**src/design/psc_pkg.sv**
```systemverilog
// Shared types for the prime sieve chain: per-stage control and status.
package psc_pkg;

	typedef struct packed {
		logic clr_all;   // drop every held prime
		logic start;     // clear the running remainder
		logic step;      // fold one candidate bit into the remainder
		logic data_bit;  // candidate bit, most significant first
		logic store;     // write the candidate into the first free stage
	} stage_ctl_t;

	typedef struct packed {
		logic valid;     // stage holds a prime
		logic hit;       // held prime divides the candidate
	} stage_sts_t;

endpackage

```
**src/design/prime_sieve_chain_top.sv**
```systemverilog
// Top level of the prime sieve chain: input control, stage chain, result register.
//
// Input channel (in_valid/in_ready) takes a candidate value and an end_of_stream
// flag; output channel (out_valid/out_ready) returns prime, unverified, done_res.
// A candidate is shifted most significant bit first into all STAGES stages at
// once; each stage keeps a running remainder by its held prime, one bit a cycle.
// A candidate passes a load step, VALUE_BITS remainder steps and a decide step
// before the next candidate can transfer. Its result, if any, shows on out_valid
// at the end of the decide cycle. End of stream and values below two skip the
// remainder steps. A prime no stage divides goes into the lowest free stage; with
// every stage full it is sent with unverified set. Divisible candidates and values
// below two give no result. End of stream clears all stages and sends one done
// result. Reset empties every stage and the result register. While the receiver
// stalls the result holds in its register; the block keeps taking items, and the
// first one that gives a result waits in the decide cycle until the register frees.
module prime_sieve_chain_top #(
	parameter int STAGES     = 16,
	parameter int VALUE_BITS = 16
) (
	input  logic        clk,
	input  logic        arst_n,
	input  logic        in_valid,
	output logic        in_ready,
	input  logic [15:0] value,
	input  logic        end_of_stream,
	output logic        out_valid,
	input  logic        out_ready,
	output logic [15:0] prime,
	output logic        unverified,
	output logic        done_res
);

	localparam int CNT_W = $clog2(VALUE_BITS);

	typedef enum logic [2:0] {
		ST_IDLE = 3'b001,
		ST_RUN  = 3'b010,
		ST_DONE = 3'b100
	} state_t;

	state_t                state_q;
	logic [CNT_W-1:0]      cnt_q;
	logic [VALUE_BITS-1:0] cand_q;
	logic [VALUE_BITS-1:0] sreg_q;
	logic                  eos_q;
	logic                  drop_q;
	logic                  out_valid_q;
	logic [15:0]           prime_q;
	logic                  unverified_q;
	logic                  done_q;

	logic [VALUE_BITS-1:0] cand_in;
	logic                  in_xfer;
	logic                  divisible;
	logic                  full;
	logic                  emit;
	logic                  slot_free;
	logic                  fire;
	logic [STAGES-1:0]     valid_vec;
	logic [STAGES-1:0]     hit_vec;

	psc_pkg::stage_ctl_t   ctl;
	psc_pkg::stage_sts_t   sts [STAGES];

	assign cand_in   = VALUE_BITS'(value);
	assign in_ready  = (state_q == ST_IDLE);
	assign in_xfer   = in_valid && in_ready;
	assign divisible = |hit_vec;
	assign full      = valid_vec[STAGES-1];
	assign emit      = eos_q || (!drop_q && !divisible);
	assign slot_free = !out_valid_q || out_ready;
	assign fire      = (state_q == ST_DONE) && emit && slot_free;

	always_comb begin
		ctl.clr_all  = in_xfer && end_of_stream;
		ctl.start    = in_xfer;
		ctl.step     = (state_q == ST_RUN);
		ctl.data_bit = sreg_q[VALUE_BITS-1];
		ctl.store    = fire && !eos_q;
	end

	for (genvar i = 0; i < STAGES; i++) begin : g_stage
		logic prev_valid;
		if (i == 0) begin : g_first
			assign prev_valid = 1'b1;
		end else begin : g_rest
			assign prev_valid = valid_vec[i-1];
		end

		psc_stage #(
			.VALUE_BITS(VALUE_BITS)
		) u_stage (
			.clk       (clk),
			.arst_n    (arst_n),
			.ctl       (ctl),
			.cand      (cand_q),
			.prev_valid(prev_valid),
			.sts       (sts[i])
		);

		assign valid_vec[i] = sts[i].valid;
		assign hit_vec[i]   = sts[i].hit;
	end

	always_ff @(posedge clk or negedge arst_n) begin
		if (!arst_n) begin
			state_q <= ST_IDLE;
			cnt_q   <= '0;
		end else begin
			unique case (state_q)
				ST_IDLE: begin
					if (in_xfer) begin
						cnt_q <= '0;
						if (end_of_stream || (cand_in[VALUE_BITS-1:1] == '0)) begin
							state_q <= ST_DONE;
						end else begin
							state_q <= ST_RUN;
						end
					end
				end
				ST_RUN: begin
					cnt_q <= cnt_q + CNT_W'(1);
					if (cnt_q == CNT_W'(VALUE_BITS - 1)) begin
						state_q <= ST_DONE;
					end
				end
				ST_DONE: begin
					// hold until the result register can take the result
					if (!emit || slot_free) begin
						state_q <= ST_IDLE;
					end
				end
				default: begin
					state_q <= ST_IDLE;
				end
			endcase
		end
	end

	always_ff @(posedge clk) begin
		if (in_xfer) begin
			cand_q <= cand_in;
			sreg_q <= cand_in;
			eos_q  <= end_of_stream;
			drop_q <= (cand_in[VALUE_BITS-1:1] == '0);
		end else if (state_q == ST_RUN) begin
			sreg_q <= {sreg_q[VALUE_BITS-2:0], 1'b0};
		end
	end

	always_ff @(posedge clk or negedge arst_n) begin
		if (!arst_n) begin
			out_valid_q <= 1'b0;
		end else if (fire) begin
			out_valid_q <= 1'b1;
		end else if (out_ready) begin
			out_valid_q <= 1'b0;
		end
	end

	always_ff @(posedge clk) begin
		if (fire) begin
			prime_q      <= eos_q ? 16'h0000 : 16'(cand_q);
			unverified_q <= !eos_q && full;
			done_q       <= eos_q;
		end
	end

	assign out_valid  = out_valid_q;
	assign prime      = prime_q;
	assign unverified = unverified_q;
	assign done_res   = done_q;

	// stages fill from the bottom, so the valid bits always form a prefix
	a_valid_prefix: assert property (@(posedge clk) disable iff (!arst_n)
		((valid_vec + STAGES'(1)) & valid_vec) == '0)
		else $error("stage valid bits are not a prefix");

	a_eos_clears: assert property (@(posedge clk) disable iff (!arst_n)
		(in_valid && in_ready && end_of_stream) |=> (valid_vec == '0))
		else $error("end of stream left a stage valid");

	a_done_fields: assert property (@(posedge clk) disable iff (!arst_n)
		(out_valid && done_res) |-> ((prime == 16'h0000) && !unverified))
		else $error("done result carries a prime or unverified flag");

	a_no_store_while_run: assert property (@(posedge clk) disable iff (!arst_n)
		(state_q == ST_RUN) |=> ($stable(valid_vec) || (state_q == ST_DONE)))
		else $error("stage contents changed during remainder steps");

endmodule

```
**src/design/psc_stage.sv**
```systemverilog
// One sieve stage: a held prime and a bit-serial remainder of the candidate.
module psc_stage #(
	parameter int VALUE_BITS = 16
) (
	input  logic                    clk,
	input  logic                    arst_n,
	input  psc_pkg::stage_ctl_t     ctl,
	input  logic [VALUE_BITS-1:0]   cand,
	input  logic                    prev_valid,
	output psc_pkg::stage_sts_t     sts
);

	logic                  valid_q;
	logic [VALUE_BITS-1:0] prime_q;
	logic [VALUE_BITS-1:0] rem_q;
	logic [VALUE_BITS:0]   shifted;
	logic [VALUE_BITS:0]   divisor;
	logic [VALUE_BITS:0]   reduced;

	// r = 2r + bit, then one conditional subtract keeps r below the prime
	assign shifted = {rem_q, ctl.data_bit};
	assign divisor = {1'b0, prime_q};
	assign reduced = (shifted >= divisor) ? (shifted - divisor) : shifted;

	always_ff @(posedge clk or negedge arst_n) begin
		if (!arst_n) begin
			valid_q <= 1'b0;
		end else if (ctl.clr_all) begin
			valid_q <= 1'b0;
		end else if (ctl.store && !valid_q && prev_valid) begin
			valid_q <= 1'b1;
		end
	end

	always_ff @(posedge clk) begin
		if (ctl.store && !valid_q && prev_valid) begin
			prime_q <= cand;
		end
		if (ctl.start) begin
			rem_q <= '0;
		end else if (ctl.step) begin
			rem_q <= reduced[VALUE_BITS-1:0];
		end
	end

	assign sts.valid = valid_q;
	assign sts.hit   = valid_q && (rem_q == '0);

endmodule
```
**config.mk**
```make
export PLATFORM = sky130hd
export DESIGN_NAME = prime_sieve_chain_top
export DESIGN_NICKNAME = d
export VERILOG_FILES = /design/src/design/psc_pkg.sv /design/src/design/prime_sieve_chain_top.sv /design/src/design/psc_stage.sv
export SDC_FILE = /design/constraint.sdc
export NUM_CORES = 2
export LEC_CHECK = 0
export CAP_MARGIN = 20
export CORE_MARGIN = 5
export CORE_UTILIZATION = 45
export DETAILED_ROUTE_END_ITERATION = 7
export DONT_BUFFER_PORTS = 1
export PLACE_DENSITY = 0.71
export SYNTH_ARGS = -nofsm -noshare
export SYNTH_HDL_FRONTEND = slang
export SYNTH_SLANG_ARGS = --single-unit
```
**constraint.sdc**
```tcl
create_clock -name clk -period 9.6 [get_ports clk]
set_input_delay 1.44 -clock clk [delete_from_list [all_inputs] [get_ports clk]]
set_output_delay 1.44 -clock clk [all_outputs]
set_load 0.05 [all_outputs]
```
Yosys cells after proc, flatten, opt, wreduce, memory -nomap -nowiden:

Index checks and enable logic that the tools add are counted.
W data, S select, Z words.

* register bits: 588
* word-level logic and storage cells: 275

* $add $sub $neg: 17
* $lt $le $gt $ge: 16
* eq/ne operators: 7
* mux-type cells: 59
* reductions and logical operators: 118

Operators with widths (count)
* $mux W16: 18
* $ge A17 B16 Y1: 16
* $logic_not A16 Y1: 16
* $sub A16 B16 Y16: 16
* $logic_and A1 B1 Y1: 54
* $reduce_bool A2 Y1: 19
* $mux W1: 34
* $logic_not A1 Y1: 21
* $reduce_or A16 Y1: 1
* $logic_not A15 Y1: 1
* $mux W3: 4
* $pmux W3 S3: 1
* $pmux W4 S2: 1
* $ne A2 B1 Y1 const B: 3
* $add A4 B1 Y4 const B: 1
* $eq A4 B4 Y1 const B: 1
* $logic_or A1 B1 Y1: 4
* $mux W4: 1
* $eq A3 B1 Y1 const B: 1
* $eq A3 B2 Y1 const B: 1
* $eq A3 B3 Y1 const B: 1
* $reduce_and A3 Y1: 1
* $reduce_and A2 Y1: 1

Logic depth before layout (Yosys ltp):

* word-level depth: 13
* depth in mapped cells: 13
* depth with buffers taken out: 11

Cells and area by module:

Synthesis repeated with hierarchy kept, for this count alone.

* cell total of the unflattened synthesis: 3840
* area total of the unflattened synthesis: 36846.6 sq um

Modules (own cells, without submodules)
* psc_stage at g_stage[10].u_stage ...: times used 12, cells each 232, area each 2157.1 sq um, sequential area each 825.8 sq um
* psc_stage at g_stage[0].u_stage ...: times used 3, cells each 229, area each 2162.1 sq um, sequential area each 825.8 sq um
* prime_sieve_chain_top: times used 1, cells each 148, area each 2383.5 sq um, sequential area each 1762.9 sq um
* psc_stage at g_stage[14].u_stage: times used 1, cells each 221, area each 2092.0 sq um, sequential area each 825.8 sq um

Worst setup path before layout:

OpenSTA, ideal clock, no wires.

* kind: reg2reg
* from: register state_q[0]
* to: register sreg_q[11] (data pin)
* arrival: 3529 ps
* data required time: 9340 ps
* slack: 5811 ps
* stages on the path, launching flop included: 6
* path buffers: 1
* path through: dfstp_2 -> nor3b_1 -> nand2_1 -> inv_1 -> clkbuf_1 -> mux2_2

RTL lines
* start: declaration: RTL line prime_sieve_chain_top.sv:41 `state_t state_q;`
* start signal: assignment: RTL line prime_sieve_chain_top.sv:107 `state_q <= ST_IDLE;`
* start signal: assignment: RTL line prime_sieve_chain_top.sv:115 `state_q <= ST_DONE;`
* start signal: assignment: RTL line prime_sieve_chain_top.sv:117 `state_q <= ST_RUN;`
* end signal: assignment: RTL line prime_sieve_chain_top.sv:143 `sreg_q <= cand_in;`
* end signal: assignment: RTL line prime_sieve_chain_top.sv:147 `sreg_q <= {sreg_q[VALUE_BITS-2:0], 1'b0};`
* end: declaration: RTL line prime_sieve_chain_top.sv:44 `logic [VALUE_BITS-1:0] sreg_q;`

Final worst setup path:

* from: register sreg_q[15]
* to: register g_stage[0].u_stage.rem_q[11]

* word-level cells in the longest chain between the ends: 2

RTL lines
* $sub A16 B16 Y16 or $ge A17 B16 Y1 (tied branches): RTL line psc_stage.sv:23 `assign reduced = (shifted >= divisor) ? (shifted - divisor) : shifted;`
* $mux W16 (*): RTL line psc_stage.sv:23
* end signal: assignment: RTL line psc_stage.sv:42 `rem_q <= reduced[VALUE_BITS-1:0];`
* end: declaration: RTL line psc_stage.sv:15 `logic [VALUE_BITS-1:0] rem_q;`

Every way passes the cells marked *; elsewhere a longest branch is shown, timed or not.
A chain may end at the register's enable or synchronous reset.

==> impl_results.md <==
- Status: complete, no violations
- Sequential fraction of the synthesis area: 0.434
- R2r setup slk: approximately 5.3 ns
- Port Buffer Count: 0
- Post-synth EDFFs: approximately 300
- Die Ht: around 290 um
- # Post-CTS Setup Buffers: 0
- Gate Count Post-Synth: approximately 3,600
- Multiplexer area fraction after synthesis: 0.0595
- Setup TNS: 0 ns
- Peak VDD IR: 0.000191 V
- Top post-synthesis cells by area: edfxtp_1 (27%), dfxtp_1 (15%), ha_1 (9.3%)
- Most area-hungry cell type in the Yosys netlist: edfxtp_1
- Hold Path Sink: g_stage[12].u_stage.prime_q[1]
- Number of max-cap violations: 0
- Final setup fails: 0
- Dpl ws: 5.36 ns
- Synth warn: 0
- Reg area: ~15,000 um^2
- TritonCTS Buffers: 67
- Switching share of power: 0.286
- Adder-Cell Fraction of Synth Area: 0.102
- Worst hold start: cand_q[1]
- Largest net degree at the start of global routing: about 160
- Cell Int Power: 4650 uW
- Startpoint types: register
- CP dominant cell by count: buf_4
- Vias in the first global route: about 26,000
- Layout area overhead: 10.5%
- Total power per unit cell area: 171 nW/um^2
- Post-DP HPWL: roughly 58,000 um
- Max-slew violation count: 0
- Comb pwr share: 0.141
- Net Switching: around 1900 uW
- Worst setup startpoint: sreg_q[15]
- Tcrit/Tclk final: 0.448
- Final Hold Viols: 0
- Seq pwr share: 0.450
- Remaining routing DRC violations: 0
- Clk root buf: clkbuf_16
- Hold_buf cts: 0
- Synthesized flop and latch total: around 590
- Initial antenna violation count: 5
- IO Pins: 41
- Leakage power: between 0.015 and 0.02 uW
- DR vias/cell: 5.77
- Syn_area_per_cell: between 9 and 10 um^2
- Simple-Gate Fraction of Synth Area: 0.156
- Post-CTS sizing: 0
- Layout Nets: just under 4,000
- Area of the multi-input gates: 18,000 um^2
- Cell Area, Synth: between 30,000 and 40,000 um^2
- Unrepaired setup endpoints after global routing: false
- CTS HTree Levels: 3
- Die ar.: a little over 80,000 um^2
- Site row count: between 100 and 150
- Clk pin slew, worst setup/hold paths: roughly 0.060 ns
- Critical Path RT: approximately 10 ns
- Largest family of logic cells by synthesized area: compound AO/OA/AOI/OAI gates
- Detailed router's first-iteration violation count: between 2,000 and 2,500
- Post-synth cell types: 80
- Post-route ant nets: 0
- Worst EP arrival: around 4.8 ns
- RR Endpoint: g_stage[0].u_stage.rem_q[11]
- Critical path endpoint category: register
- Clock Latency Late Sink: 0.61 ns
- Crit-path cells: inv_1 > buf_4 > ha_1 > nor2b_1 > o31a_1 > o31ai_2 > a31oi_1 > or4_1 > a311oi_4 > buf_4 > mux2i_1 > o21ai_1
- Worst r2r path cells: 12
- Initial Util: 0.455
- Global Route Usage Sum: 0.205
- 1st-pass router iterations: 7
- Routability congestion estimate: between 0.9 and 1
- Total Wirelength: ~87,000 um
- Layout cells sized above 1: 0.0623
- Tightest Pin Transition: about 1.2 ns
- Most frequent cells in the layout: nand2_1 (337), edfxtp_1 (308), inv_1 (304)
- Commonest non-fill, non-tap cell in the layout: nand2_1
- Antenna Cells: 0
- Post-synth top flop: edfxtp_1
- CP max-delay cell: a311oi_4
- TritonCTS clock tree: yes
- CTS max path bufs: 3
- Worst setup margin: ~5.3 ns
- Clock share of power: 0.409
- Clock Sinks: around 590
- Max FO, Critical Path: 20
- Slowest cell delay on critical path: 0.63 ns
- Critical path class: reg2reg
- Min-delay worst type: reg2reg
- Die Width: ~290 um
- Shortest period the worst path allows: between 4 and 5 ns
- Normalized max-slew margin: 0.220
- Filler cells: a little under 7,000
- Post-route clock skew: around 0.023 ns
- Remaining global-route overflow: 0
- Worst Hold Path Cells: 0
- Synth Area in Compound Gates: 0.162
- Ys async rst share: 0.0408
- Detailed-route via count: about 27,000
- Maximum clock rate: 233 MHz
- Reg2reg start: sreg_q[15]
- Mapped Nets: 3,901
- Drt wl/cell: 18.5 um
- Synth top area share: 0.268
- Post-synthesis share of cell area spent on xor and xnor gates: 0.0401
- First-pass GRT wire length: about 140,000 um
- Core box area: ~76,000 um^2
[critical path: cells and delay by family, from the launching register on]
kind / cells / cell delay (ns)
compound gates: 5 / 1.40
buf+inv: 3 / 1.18
simple gates: 2 / 0.62
flops: 1 / 0.42
fa+ha+maj: 1 / 0.28
mux: 1 / 0.20
[through the flow]
stage	power, uW	cell area (um^2)	util	instances	hold slack, ns
2_1_floorplan	3510	34500	-	3607	0.424
3_3_place_gp	3870	35700	0.470	4564	0.442
3_5_place_dp	3890	35800	0.471	4572	0.461
4_1_cts	6550	38100	0.501	4696	0.473
5_1_grt	6740	38100	0.502	4703	0.507
6_report	6510	38100	0.502	4703	0.474
[cells in the mapped netlist (59+ instances only)]
cell type and count:
nor3_1 103, ha_1 257, edfxtp_1 308, nand2_1 337, clkbuf_1 82, a21oi_1 164
o21ai_0 283, nor2b_1 69, xnor2_1 103, nand3_1 64, mux2i_1 176, nand4_1 59
nor4_1 74, inv_1 304, nor2_1 237, dfxtp_1 256
[final cells by class]
cell class / instances / share of cell area
flip-flops and latches: 588 / 0.393
multi-input cells: 2606 / 0.472
well taps: 1030 / 0.0338
inverters: 304 / 0.0299
clock buffers: 88 / 0.0492
clock inverters: 36 / 0.0113
repair buffers: 51 / 0.0113
[logic make-up after synthesis]
logic type | after synthesis
AOI/OAI and AO/OA | 866
xor gates and xnor gates | 158
adders and majority gates | 273
buffers and inverters | 413
DFF | 588
muxes | 202
and+or+nand+nor | 1107
[power by group through the flow]
stage	combinational, uW	sequential (uW)	clock (uW)
finish	919	2930	2660
floorplan	574	2930	0
global route	987	2940	2810
global placement	890	2980	0
detailed placement	909	2980	0
CTS	911	2930	2710
[routing by layer]
layer | part of all wire | global-route usage | wire length [um] | vias up
met4 | 0.021 | 0.0550 | 1860 | 0
met3 | 0.072 | 0.0385 | 6240 | 119
met1 | 0.45 | 0.280 | 39200 | 13030
met5 | 0 | 0 | 0 | -
met2 | 0.46 | 0.337 | 39800 | 759
li1 | - | - | - | 13218
[sequential cells by signal, summed over array words and instances, names as in the netlist]
register                 flops
prime                       16
unverified                   1
sreg_q                      16
g_stage.u_stage.rem_q      256
g_stage.u_stage.prime_q    256
g_stage.u_stage.valid_q     16
cnt_q                        4
drop_q                       1
state_q                      3
cand_q                      16
done_res                     1
out_valid                    1
eos_q                        1
[worst max path at each step]
stage | endpoint | cells after the start
finish | g_stage[0].u_stage.rem_q[11] | 12
floorplan | sreg_q[11] | 5
global placement | g_stage[2].u_stage.prime_q[12] | 9
global route | g_stage[0].u_stage.rem_q[11] | 12
detailed placement | g_stage[0].u_stage.rem_q[11] | 12
CTS | g_stage[0].u_stage.rem_q[11] | 12
Power figures use the tool's default switching activity.
